--- config.mk ---
export PLATFORM = sky130hd
export DESIGN_NAME = binary_grid_neighbor_count
export DESIGN_NICKNAME = d
export VERILOG_FILES = /design/src/rtl/core/bgnc_pkg.sv /design/src/rtl/core/bgnc_front.sv /design/src/rtl/core/bgnc_queue.sv /design/src/rtl/core/bgnc_back.sv /design/src/rtl/core/binary_grid_neighbor_count.sv
export SDC_FILE = /design/constraint.sdc
export NUM_CORES = 1
export LEC_CHECK = 0
export BUFFER_PORTS_ARGS = -buffer_cell sky130_fd_sc_hd__buf_4
export CAP_MARGIN = 20
export CORE_MARGIN = 1
export CORE_UTILIZATION = 25
export CTS_CLUSTER_DIAMETER = 50
export DETAILED_ROUTE_END_ITERATION = 6
export PLACE_DENSITY = 0.4
export SETUP_SLACK_MARGIN = 0.1
export SLEW_MARGIN = 40
export SYNTH_ARGS = -nofsm -noshare
export SYNTH_HDL_FRONTEND = slang
export SYNTH_SLANG_ARGS = --single-unit
--- constraint.sdc ---
create_clock -name i_clk -period 6.48 [get_ports i_clk]
set_input_delay 0.972 -clock i_clk [delete_from_list [all_inputs] [get_ports i_clk]]
set_output_delay 0.972 -clock i_clk [all_outputs]
set_load 0.02 [all_outputs]
--- src/rtl/core/bgnc_pkg.sv ---
package bgnc_pkg;

    // Grid limits.
    localparam int MAX_COLUMNS = 32;
    localparam int MAX_ROWS    = 1024;

    // Shift line holds two full rows plus two cells of history.
    localparam int HIST_LEN   = 2 * MAX_COLUMNS + 2;
    localparam int HIST_IDX_W = $clog2(HIST_LEN);

    localparam int ROW_W = (MAX_ROWS > 1) ? $clog2(MAX_ROWS) : 1;
    localparam int COL_W = $clog2(MAX_COLUMNS);
    localparam int SUM_W = 4;

    // Configuration port.
    localparam int ROWS_CFG_W = 11;
    localparam int COLS_CFG_W = 6;
    localparam int CFG_DATA_W = 11;
    localparam int CFG_IDX_W  = 2;

    localparam logic [CFG_IDX_W-1:0] CFG_ROWS = 2'd0;
    localparam logic [CFG_IDX_W-1:0] CFG_COLS = 2'd1;

    localparam int RESET_ROWS = 32;
    localparam int RESET_COLS = 32;

    // Job queue between the front and back parts; depth is a power of two.
    localparam int QUEUE_DEPTH = 4;
    localparam int QPTR_W      = $clog2(QUEUE_DEPTH);

    // One bit per result kind, in raster order of the cells they belong to.
    typedef logic [3:0] t_kinds;
    localparam t_kinds KIND_UP_LEFT = 4'b0001;
    localparam t_kinds KIND_UP      = 4'b0010;
    localparam t_kinds KIND_LEFT    = 4'b0100;
    localparam t_kinds KIND_HERE    = 4'b1000;

    typedef struct packed {
        logic [SUM_W-1:0] sum_up_left;
        logic [SUM_W-1:0] sum_up;
        logic [SUM_W-1:0] sum_left;
        logic [SUM_W-1:0] sum_here;
        t_kinds           kinds;
        logic [ROW_W-1:0] row;
        logic [COL_W-1:0] col;
    } t_job;

    typedef struct packed {
        logic [SUM_W-1:0] neighbor_sum;
        logic [ROW_W-1:0] out_row;
        logic [COL_W-1:0] out_col;
        logic             frame_end;
    } t_result;

endpackage

--- src/rtl/core/bgnc_front.sv ---
module bgnc_front (
    input  logic                           i_clk,
    input  logic                           i_rst_n,
    input  logic                           i_cfg_valid,
    input  logic [bgnc_pkg::CFG_IDX_W-1:0] i_cfg_index,
    input  logic [bgnc_pkg::CFG_DATA_W-1:0] i_cfg_data,
    input  logic                           i_item_vld,
    input  logic                           i_cell,
    output logic                           o_job_vld,
    output bgnc_pkg::t_job                 o_job
);
    import bgnc_pkg::*;

    logic [ROW_W-1:0]      r_last_row;
    logic [COL_W:0]        r_cols;
    logic [COL_W-1:0]      r_last_col;
    logic [ROW_W-1:0]      r_row;
    logic [COL_W-1:0]      r_col;
    logic [HIST_LEN-1:0]   r_hist;

    logic [ROWS_CFG_W-1:0] rows_req;
    logic [ROWS_CFG_W-1:0] rows_eff;
    logic [COLS_CFG_W-1:0] cols_req;
    logic [COLS_CFG_W-1:0] cols_eff;
    logic                  cfg_hit;

    logic [HIST_IDX_W-1:0] w_ext;
    logic [HIST_IDX_W-1:0] idx1 [3];
    logic [HIST_IDX_W-1:0] idx2 [3];
    logic [2:0]            col_ok;
    logic                  row_ok1;
    logic                  row_ok2;
    logic [2:0]            g0;
    logic [2:0]            g1;
    logic [2:0]            g2;
    logic [SUM_W-1:0]      s_here;
    logic [SUM_W-1:0]      s_up;
    logic [SUM_W-1:0]      s_left;
    logic [SUM_W-1:0]      s_up_left;
    logic                  last_row;
    logic                  last_col;
    t_kinds                kinds;

    // Zero acts as one, oversize clamps to the limit.
    always_comb begin
        rows_req = i_cfg_data[ROWS_CFG_W-1:0];
        cols_req = i_cfg_data[COLS_CFG_W-1:0];
        if (rows_req == '0) begin
            rows_eff = ROWS_CFG_W'(1);
        end else if (rows_req > ROWS_CFG_W'(MAX_ROWS)) begin
            rows_eff = ROWS_CFG_W'(MAX_ROWS);
        end else begin
            rows_eff = rows_req;
        end
        if (cols_req == '0) begin
            cols_eff = COLS_CFG_W'(1);
        end else if (cols_req > COLS_CFG_W'(MAX_COLUMNS)) begin
            cols_eff = COLS_CFG_W'(MAX_COLUMNS);
        end else begin
            cols_eff = cols_req;
        end
        cfg_hit = i_cfg_valid && (i_cfg_index == CFG_ROWS || i_cfg_index == CFG_COLS);
    end

    // Gather the 3x3 block whose bottom right corner is the incoming cell.
    // Bit j of each row is the cell j columns to the left.
    always_comb begin
        w_ext = HIST_IDX_W'(r_cols);
        for (int j = 0; j < 3; j++) begin
            idx1[j] = w_ext + HIST_IDX_W'(j) - HIST_IDX_W'(1);
            idx2[j] = (w_ext << 1) + HIST_IDX_W'(j) - HIST_IDX_W'(1);
        end
        col_ok  = {r_col > COL_W'(1), r_col != '0, 1'b1};
        row_ok1 = (r_row != '0);
        row_ok2 = (r_row > ROW_W'(1));
        g0 = {r_hist[1], r_hist[0], i_cell} & col_ok;
        for (int j = 0; j < 3; j++) begin
            g1[j] = r_hist[idx1[j]] & col_ok[j] & row_ok1;
            g2[j] = r_hist[idx2[j]] & col_ok[j] & row_ok2;
        end
        s_here    = SUM_W'(g0[0]) + SUM_W'(g0[1]) + SUM_W'(g1[0]) + SUM_W'(g1[1]);
        s_up      = s_here + SUM_W'(g2[0]) + SUM_W'(g2[1]);
        s_left    = s_here + SUM_W'(g0[2]) + SUM_W'(g1[2]);
        s_up_left = s_up + SUM_W'(g0[2]) + SUM_W'(g1[2]) + SUM_W'(g2[2]);
    end

    always_comb begin
        last_row = (r_row == r_last_row);
        last_col = (r_col == r_last_col);
        kinds = '0;
        if (row_ok1 && col_ok[1]) begin
            kinds = kinds | KIND_UP_LEFT;
        end
        if (row_ok1 && last_col) begin
            kinds = kinds | KIND_UP;
        end
        if (last_row && col_ok[1]) begin
            kinds = kinds | KIND_LEFT;
        end
        if (last_row && last_col) begin
            kinds = kinds | KIND_HERE;
        end
        o_job_vld         = i_item_vld && (kinds != '0);
        o_job.sum_up_left = s_up_left;
        o_job.sum_up      = s_up;
        o_job.sum_left    = s_left;
        o_job.sum_here    = s_here;
        o_job.kinds       = kinds;
        o_job.row         = r_row;
        o_job.col         = r_col;
    end

    always_ff @(posedge i_clk) begin
        if (!i_rst_n) begin
            r_last_row <= ROW_W'(RESET_ROWS - 1);
            r_cols     <= (COL_W + 1)'(RESET_COLS);
            r_last_col <= COL_W'(RESET_COLS - 1);
            r_row      <= '0;
            r_col      <= '0;
            r_hist     <= '0;
        end else if (cfg_hit) begin
            if (i_cfg_index == CFG_ROWS) begin
                r_last_row <= ROW_W'(rows_eff - ROWS_CFG_W'(1));
            end else begin
                r_cols     <= (COL_W + 1)'(cols_eff);
                r_last_col <= COL_W'(cols_eff - COLS_CFG_W'(1));
            end
            r_row  <= '0;
            r_col  <= '0;
            r_hist <= '0;
        end else if (i_item_vld) begin
            if (last_row && last_col) begin
                r_row  <= '0;
                r_col  <= '0;
                r_hist <= '0;
            end else begin
                r_hist <= {r_hist[HIST_LEN-2:0], i_cell};
                if (last_col) begin
                    r_col <= '0;
                    r_row <= r_row + ROW_W'(1);
                end else begin
                    r_col <= r_col + COL_W'(1);
                end
            end
        end
    end

endmodule

--- src/rtl/core/bgnc_queue.sv ---
module bgnc_queue (
    input  logic           i_clk,
    input  logic           i_rst_n,
    input  logic           i_wr_en,
    input  bgnc_pkg::t_job i_wr_data,
    output logic           o_full,
    output logic           o_rd_vld,
    output bgnc_pkg::t_job o_rd_data,
    input  logic           i_rd_en
);
    import bgnc_pkg::*;

    t_job              r_mem [QUEUE_DEPTH];
    logic [QPTR_W-1:0] r_wr_ptr;
    logic [QPTR_W-1:0] r_rd_ptr;
    logic [QPTR_W:0]   r_count;

    assign o_full    = (r_count == (QPTR_W + 1)'(QUEUE_DEPTH));
    assign o_rd_vld  = (r_count != '0);
    assign o_rd_data = r_mem[r_rd_ptr];

    always_ff @(posedge i_clk) begin
        if (!i_rst_n) begin
            r_wr_ptr <= '0;
            r_rd_ptr <= '0;
            r_count  <= '0;
        end else begin
            if (i_wr_en) begin
                r_wr_ptr <= r_wr_ptr + QPTR_W'(1);
            end
            if (i_rd_en) begin
                r_rd_ptr <= r_rd_ptr + QPTR_W'(1);
            end
            if (i_wr_en && !i_rd_en) begin
                r_count <= r_count + (QPTR_W + 1)'(1);
            end else if (!i_wr_en && i_rd_en) begin
                r_count <= r_count - (QPTR_W + 1)'(1);
            end
        end
    end

    always_ff @(posedge i_clk) begin
        if (i_wr_en) begin
            r_mem[r_wr_ptr] <= i_wr_data;
        end
    end

endmodule

--- src/rtl/core/bgnc_back.sv ---
module bgnc_back (
    input  logic              i_clk,
    input  logic              i_rst_n,
    input  logic              i_job_vld,
    input  bgnc_pkg::t_job    i_job,
    output logic              o_job_pop,
    output logic              o_result_vld,
    output bgnc_pkg::t_result o_result,
    input  logic              i_result_pop
);
    import bgnc_pkg::*;

    t_kinds  r_done;
    logic    r_out_vld;
    t_result r_out;

    t_kinds  remaining;
    t_kinds  pick;
    t_kinds  rest;
    logic    load;
    t_result n_out;

    // Hand out the pending results of the head job lowest kind first.
    always_comb begin
        remaining = i_job.kinds & ~r_done;
        pick      = remaining & (~remaining + t_kinds'(1));
        rest      = remaining & ~pick;
        load      = i_job_vld && (!r_out_vld || i_result_pop);
        o_job_pop = load && (rest == '0);

        case (pick)
            KIND_UP_LEFT: begin
                n_out = '{i_job.sum_up_left, i_job.row - ROW_W'(1),
                          i_job.col - COL_W'(1), 1'b0};
            end
            KIND_UP: begin
                n_out = '{i_job.sum_up, i_job.row - ROW_W'(1), i_job.col, 1'b0};
            end
            KIND_LEFT: begin
                n_out = '{i_job.sum_left, i_job.row, i_job.col - COL_W'(1), 1'b0};
            end
            KIND_HERE: begin
                n_out = '{i_job.sum_here, i_job.row, i_job.col, 1'b1};
            end
            default: begin
                n_out = '0;
            end
        endcase
    end

    assign o_result_vld = r_out_vld;
    assign o_result     = r_out;

    always_ff @(posedge i_clk) begin
        if (!i_rst_n) begin
            r_done    <= '0;
            r_out_vld <= 1'b0;
        end else if (load) begin
            r_out_vld <= 1'b1;
            r_done    <= (rest == '0) ? t_kinds'(0) : (r_done | pick);
        end else if (i_result_pop) begin
            r_out_vld <= 1'b0;
        end
    end

    always_ff @(posedge i_clk) begin
        if (load) begin
            r_out <= n_out;
        end
    end

endmodule

--- src/rtl/core/binary_grid_neighbor_count.sv ---
// With the job queue empty and the result register free, the edge accepting a beat writes
// its job into the queue, from which the first result goes on to the result register.
// Throughput: one cell per cycle while each cell gives at most one result and every result
// is popped as it comes; a cell in the last row or column can give up to four results, and
// the result port sets the pace then. A four-entry job queue absorbs the bursts.
// Reset (synchronous, active low) clears the position counters, the history, the job
// queue and the result valid flag, and sets the grid size to 32 rows by 32 columns.
module binary_grid_neighbor_count (
    input  logic                             i_clk,
    input  logic                             i_rst_n,
    // Configuration write channel.
    input  logic                             i_cfg_valid,
    output logic                             o_cfg_ready,
    input  logic [bgnc_pkg::CFG_IDX_W-1:0]   i_cfg_index,
    input  logic [bgnc_pkg::CFG_DATA_W-1:0]  i_cfg_data,
    // Cell stream, queue style.
    input  logic                             push,
    output logic                             full,
    input  logic                             i_cell_set,
    // Result stream, queue style.
    output logic                             empty,
    input  logic                             pop,
    output logic [bgnc_pkg::SUM_W-1:0]       o_neighbor_sum,
    output logic [bgnc_pkg::ROW_W-1:0]       o_out_row,
    output logic [bgnc_pkg::COL_W-1:0]       o_out_col,
    output logic                             o_frame_end
);
    import bgnc_pkg::*;

    // The front part tracks the raster position, keeps two rows plus two cells of
    // history in a shift line, and on every accepted beat computes all the window
    // sums that this cell completes. The sums travel as one job through a short
    // queue to the back part, which turns each job into one to four result beats.

    logic    item_vld;
    logic    job_wr;
    t_job    job_in;
    logic    job_rd_vld;
    t_job    job_head;
    logic    job_pop;
    logic    result_vld;
    t_result result;

    // Registers can always be written; the block is expected to be idle then.
    assign o_cfg_ready = 1'b1;

    // The queue is full only when no job slot is left, so a beat is taken while the
    // result register still waits to be popped.
    assign item_vld = push && !full;

    bgnc_front u_front (
        .i_clk       (i_clk),
        .i_rst_n     (i_rst_n),
        .i_cfg_valid (i_cfg_valid),
        .i_cfg_index (i_cfg_index),
        .i_cfg_data  (i_cfg_data),
        .i_item_vld  (item_vld),
        .i_cell      (i_cell_set),
        .o_job_vld   (job_wr),
        .o_job       (job_in)
    );

    bgnc_queue u_queue (
        .i_clk     (i_clk),
        .i_rst_n   (i_rst_n),
        .i_wr_en   (job_wr),
        .i_wr_data (job_in),
        .o_full    (full),
        .o_rd_vld  (job_rd_vld),
        .o_rd_data (job_head),
        .i_rd_en   (job_pop)
    );

    bgnc_back u_back (
        .i_clk        (i_clk),
        .i_rst_n      (i_rst_n),
        .i_job_vld    (job_rd_vld),
        .i_job        (job_head),
        .o_job_pop    (job_pop),
        .o_result_vld (result_vld),
        .o_result     (result),
        .i_result_pop (pop)
    );

    // Results come straight from the back part's output register.
    assign empty          = !result_vld;
    assign o_neighbor_sum = result.neighbor_sum;
    assign o_out_row      = result.out_row;
    assign o_out_col      = result.out_col;
    assign o_frame_end    = result.frame_end;

endmodule

# --- Word-level counts from Yosys, hierarchy flattened ---
# Memory sizes are Yosys's and may differ from the RTL's. A register that Yosys moved wholly into a read port is not among the register bits.
# Index checks and enable logic that the tools add are counted.
classes:
  n_addsub: 31
  order_cmp: 10
  n_eq_ne: 8
  mux: 35
  bitwise_logic: 20
  n_reduce_logical: 32
op_table:
  columns: ["op", "n"]
  rows:
  - ["$pmux 20 s4", 1]
  - ["$mux 66", 1]
  - ["$lt 7x8->1 const B", 6]
  - ["$bmux 1 s7", 6]
  - ["$mux 10", 4]
  - ["$add 4x1->4", 9]
  - ["$sub 7x1->7 const B", 5]
  - ["$sub 10x1->10 const B", 2]
  - ["$and 4x4->4", 3]
  - ["$mux 6", 2]
  - ["$not 4->4", 3]
  - ["$gt 11x11->1 const B", 1]
  - ["$logic_and 1x1->1", 11]
  - ["$logic_not 11->1", 1]
  - ["$mux 1", 11]
  - ["$add 10x1->10 const B", 1]
  - ["$and 1x1->1", 10]
  - ["$eq 10x10->1", 1]
  - ["$gt 10x1->1 const B", 1]
  - ["$mux 5", 2]
  - ["$reduce_bool 10->1", 1]
  - ["$sub 5x1->5 const B", 2]
  - ["$mux 3", 3]
  - ["$mux 4", 2]
  - ["other kinds (35)", 47]
totals:
  regBits: 134
  ramBits: 140
  elab_cells: 152
  memories: 1
mem_list:
  columns: ["name", "words", "width", "rd", "rd_clocked_by_memory_dff", "write_ports", "line_no", "source"]
  rows:
  - ["u_queue.r_mem", 4, 35, 1, 1, 1, "bgnc_queue.sv:13", "t_job r_mem [QUEUE_DEPTH];"]

# --- Logic depth before layout (Yosys ltp) ---
depth:
  depth_word: 12
  depth_mapped: 20
  mapped_depth_nobuf: 15

# --- Hierarchy ---
# A second synthesis with hierarchy kept.
hier_totals:
  hier_cells: 1046
  area_unflattened_um2: 14306.2
by_module_without_submodules:
  columns: ["module", "n_inst", "cells_each", "area_per_inst_um2"]
  rows:
  - ["bgnc_front", 1, 674, 7194.4]
  - ["bgnc_queue", 1, 226, 5549.1]
  - ["bgnc_back", 1, 142, 1534.0]
  - ["binary_grid_neighbor_count", 1, 4, 28.8]

# --- Least setup slack after synthesis ---
# No wires, ideal clock.
synth_path:
  path_type: "flip-flop to flip-flop"
  start: "register u_front.r_cols[1]"
  end: "memory u_queue.r_mem[0][33] (netlist name), data pin"
  setup_ns: 0.272
  arrival_ns: 5.750
  slack_ns: 0.458
  path_stages_with_launch: 18
  period_less_slack_ns: 6.022
  cell_sequence: "dfxtp_1 > buf_2 > buf_1 > buf_1 > inv_1 > ha_1 > buf_2 > clkbuf_1 > clkbuf_1 > mux4_2 > mux4_2 > o32ai_1 > fa_1 > fa_1 > fa_1 > ha_1 > fa_1 > xor2_1"
synth_rtl:
  columns: ["element", "line_no", "source"]
  rows:
  - ["from (decl)", "bgnc_front.sv:15", "logic [COL_W:0] r_cols;"]
  - ["from (signal assigned)", "bgnc_front.sv:116", "r_cols <= (COL_W + 1)'(RESET_COLS);"]
  - ["from (signal assigned)", "bgnc_front.sv:125", "r_cols <= (COL_W + 1)'(cols_eff);"]
  - ["to (decl)", "bgnc_queue.sv:13", null]

==> impl_results.md <==
- Status: finished clean
- Crit. End Element: flip-flop
- Worst EP arrival: 5.99 ns
- P_sw: 875 uW
- GRT busiest layer: met2
- Fmax: 176 MHz
- Slowest CP cell: fa_1
- Final setup viols: 0
- Sequential share of the synthesized area: 50.6%
- Flop-to-flop setup slack: 0.81 ns
- R2R Path Start: u_front.r_cols[0]
- Die area: 0.0564 mm^2
- IO buf count: 40
- Post-DR wirelength/cell: 18.7 um
- Max Cap Viol: 0
- Post CTS Setup Buffer Count: 0
- DR iter-0 viols: 552
- DRT Wirelength: 35.7 mm
- Largest net degree at the start of global routing: 73
- Layout cells sized above 1: 18.6%
- Via count: 9,139
- Final GP Congestion: 0.830
- Dpl hpwl: 23.8 mm
- Min cycle time layout: 5.67 ns
- Diode count: 0
- Synthesis Warnings: 0
- CP max FO: 16
- Area of the mapped netlist: 0.0139 mm^2
- FFs w/ async S/R, synth: 0%
- TritonRoute pass-1 iters: 7
- P&R area growth vs syn: 16.6%
- Total GRT Usage: 12.8%
- Post-synth EDFFs: 156
- Tot Pwr: 4100 uW
- Final net count: 1,229
- Total core area: 0.0542 mm^2
- Area contributors post-synth: edfxtp_1 (34%), dfxtp_1 (17%), mux4_2 (14%)
- GR Layer Usage met3: 2.28%
- CP delay by family, top: adder cells
- Gr ovfl total: 0
- Slew Viols, Final: 0
- Number of global-route vias before repair: 9,210
- Hold Path End: u_back.r_done[2]
- Leading area contributor after synthesis: edfxtp_1
- Combinational group share of total power: 3.6%
- Total clock sinks: 272
- Share of the synthesized area in the top cell type: 33.8%
- Ys flop type: edfxtp_1
- Drc violations: 0
- Most frequent CP cell: fa_1
- Crit Path Class: reg -> reg
- Clock Tree Root: clkbuf_16
- Io pins: 42
- Row Count: 85
- Post-synth top cells: nand2_1 (204), edfxtp_1 (156), dfxtp_1 (116)
- Reg2Reg Capture Point: u_queue.r_mem[1][33]
- Reg2reg path depth: 14
- Antenna Violating Nets Remaining: 0
- Synthesized flop and latch total: 272
- Unrepaired setup endpoints after global routing: no
- Skew final: 0.0291 ns
- Crit-path cells: clkinv_1, ha_1, xor2_2, buf_4, nand2_1, a32o_1, o311a_1, o32ai_1, fa_1, fa_1, fa_1, ha_1, fa_1, xor2_1
- Mapped Avg Cell Area: 11.9 um^2
- Distinct cell type count after synthesis: 72
- CTS tree: done
- Worst hold stages: 2
- Antenna violations before repair: 1
- Startpoint types: flip-flop
- Min-Delay Path Class: reg -> reg
- Switching Share: 21.3%
- Die Ht: 237 um
- Clk buf depth: 3
- Period Utilization, post-route: 87.5%
- Slowest stage delay, CP: 0.69 ns
- Die span in x: 237 um
- Most numerous cell in the Yosys netlist: nand2_1
- Syn nets: 1,208
- Sequential Power Share: 44.6%
- Starting Density: 25.5%
- Resized cells post-CTS: 0
- HP Start: u_back.r_done[2]
- Clk Latency, worst-skew pair: 0.54 ns
- Clock share of power: 51.9%
- Instance count on the critical path: 14
- Worst slew pin tran: 0.788 ns
- Slew headroom: 47.1%
- Int Pwr: 3230 uW
- PwrDens: 254 mW/mm^2
- Clock-pin slew on the worst setup and hold paths: 0.05 ns
- GR Layer Usage met2: 20.8%
- Setup TNS: 0 ns
- Post-Syn Instances: 1,160
- Final hold violation count: 0
- Global-route wire length before repair: 56.5 mm
- Critical Path RT: 6.80 ns
- GR Util met1: 17.6%
- Total CTS buffers: 36
- CTS H-tree depth: 2
- Hold buffers post-CTS: 0
- Leak pwr: 0.00510 uW
- Avg Vias per Cell: 4.80
- WP buf/inv: 2
- Max VDD drop: 0.000182 V
per-stage QoR:
step	util (%)	instances	setup WS, ns	hold slack [ns]	instance area, um^2
floorplan	-	1160	0.458	0.428	13900
global placement	27.4	1839	0.847	0.442	14900
detailed placement	27.4	1839	0.743	0.459	14900
CTS	29.8	1904	0.740	0.467	16200
global route	29.8	1904	0.324	0.492	16200
finish	29.8	1904	0.807	0.471	16200
cells in the final DEF, fill, tap and decap left out, types with 12 or more instances in the layout:
cell | Yosys | final
nor3_1 | 18 | 18
clkbuf_16 | 0 | 36
edfxtp_1 | 156 | 156
mux4_1 | 13 | 13
inv_1 | 28 | 28
a21oi_1 | 84 | 83
nand2_1 | 204 | 204
nor2_1 | 58 | 58
nand2b_1 | 17 | 16
xnor2_1 | 28 | 27
nand3_1 | 16 | 16
xor2_1 | 26 | 25
o21ai_0 | 32 | 32
mux2i_1 | 27 | 27
dfxtp_1 | 116 | 114
mux4_2 | 88 | 88
ha_1 | 21 | 21
nor2b_1 | 15 | 14
buf_4 | 5 | 57
nor4_1 | 12 | 12
final cells by class:
cell class / instances / area [um^2]
clock inverter: 22 / 342
multi-input combinational: 784 / 6460
timing repair buffer: 57 / 428
fill: 5528 / 38100
inverter: 30 / 113
clock buffer: 43 / 937
tap: 696 / 871
sequential: 272 / 7010
how the worst max path moves through the flow:
stage,end,slack [ns],from
global route,u_queue.r_mem[3][33],0.32,u_front.r_cols[0]
global placement,u_queue.r_mem[2][33],0.85,u_front.r_cols[0]
finish,u_queue.r_mem[1][33],0.81,u_front.r_cols[0]
detailed placement,u_queue.r_mem[2][33],0.74,u_front.r_cols[0]
CTS,u_queue.r_mem[1][33],0.74,u_front.r_cols[0]
floorplan,u_queue.r_mem[0][33],0.46,u_front.r_cols[1]
cell families after synthesis:
kind of cell             Yosys count  share of synthesized area [%]
other                              1                         0.0271
buffers and inverters            104                           3.18
AND/OR/NAND/NOR                  388                           12.8
flip-flops                       272                           50.6
AO/OA/AOI/OAI                    182                           8.05
XOR/XNOR                          54                           3.41
multiplexers                     130                           18.9
adder cells (fa/ha/maj)           29                           3.05
routing by layer:
metal | vias up | routed length, um
li1 | 4368 | -
met1 | 4551 | 16900
met5 | - | 17
met2 | 159 | 16600
met3 | 59 | 1410
met4 | 2 | 767
registers in the layout, summed over array words and instances (netlist names), named ones only:
name,cells
u_queue.r_rd_ptr,2
u_queue.r_wr_ptr,2
u_front.r_row,10
u_queue.r_count,3
u_front.r_last_col,5
u_back.o_result_vld,1
u_back.o_result,20
u_front.r_col,5
u_back.r_done,4
u_front.r_hist,66
u_front.r_last_row,10
u_queue.r_mem,136
u_front.r_cols,6
power by group through the flow:
stage	combinational [uW]	sequential, uW	clock (uW)
finish	147	1830	2130
global route	164	1830	2260
CTS	150	1830	2190
detailed placement	150	1860	0
global placement	149	1860	0
floorplan	104	1860	0
worst register-to-register path: stages, from the launching register on:
cell and delay (ns):
dfxtp_4 0.34, clkinv_1 0.28, ha_1 0.39, xor2_2 0.43
buf_4 0.32, nand2_1 0.08, a32o_1 0.27, o311a_1 0.34
o32ai_1 0.43, fa_1 0.59, fa_1 0.69, fa_1 0.44
ha_1 0.24, fa_1 0.38, xor2_1 0.27
(Power assumes the default switching activity.)
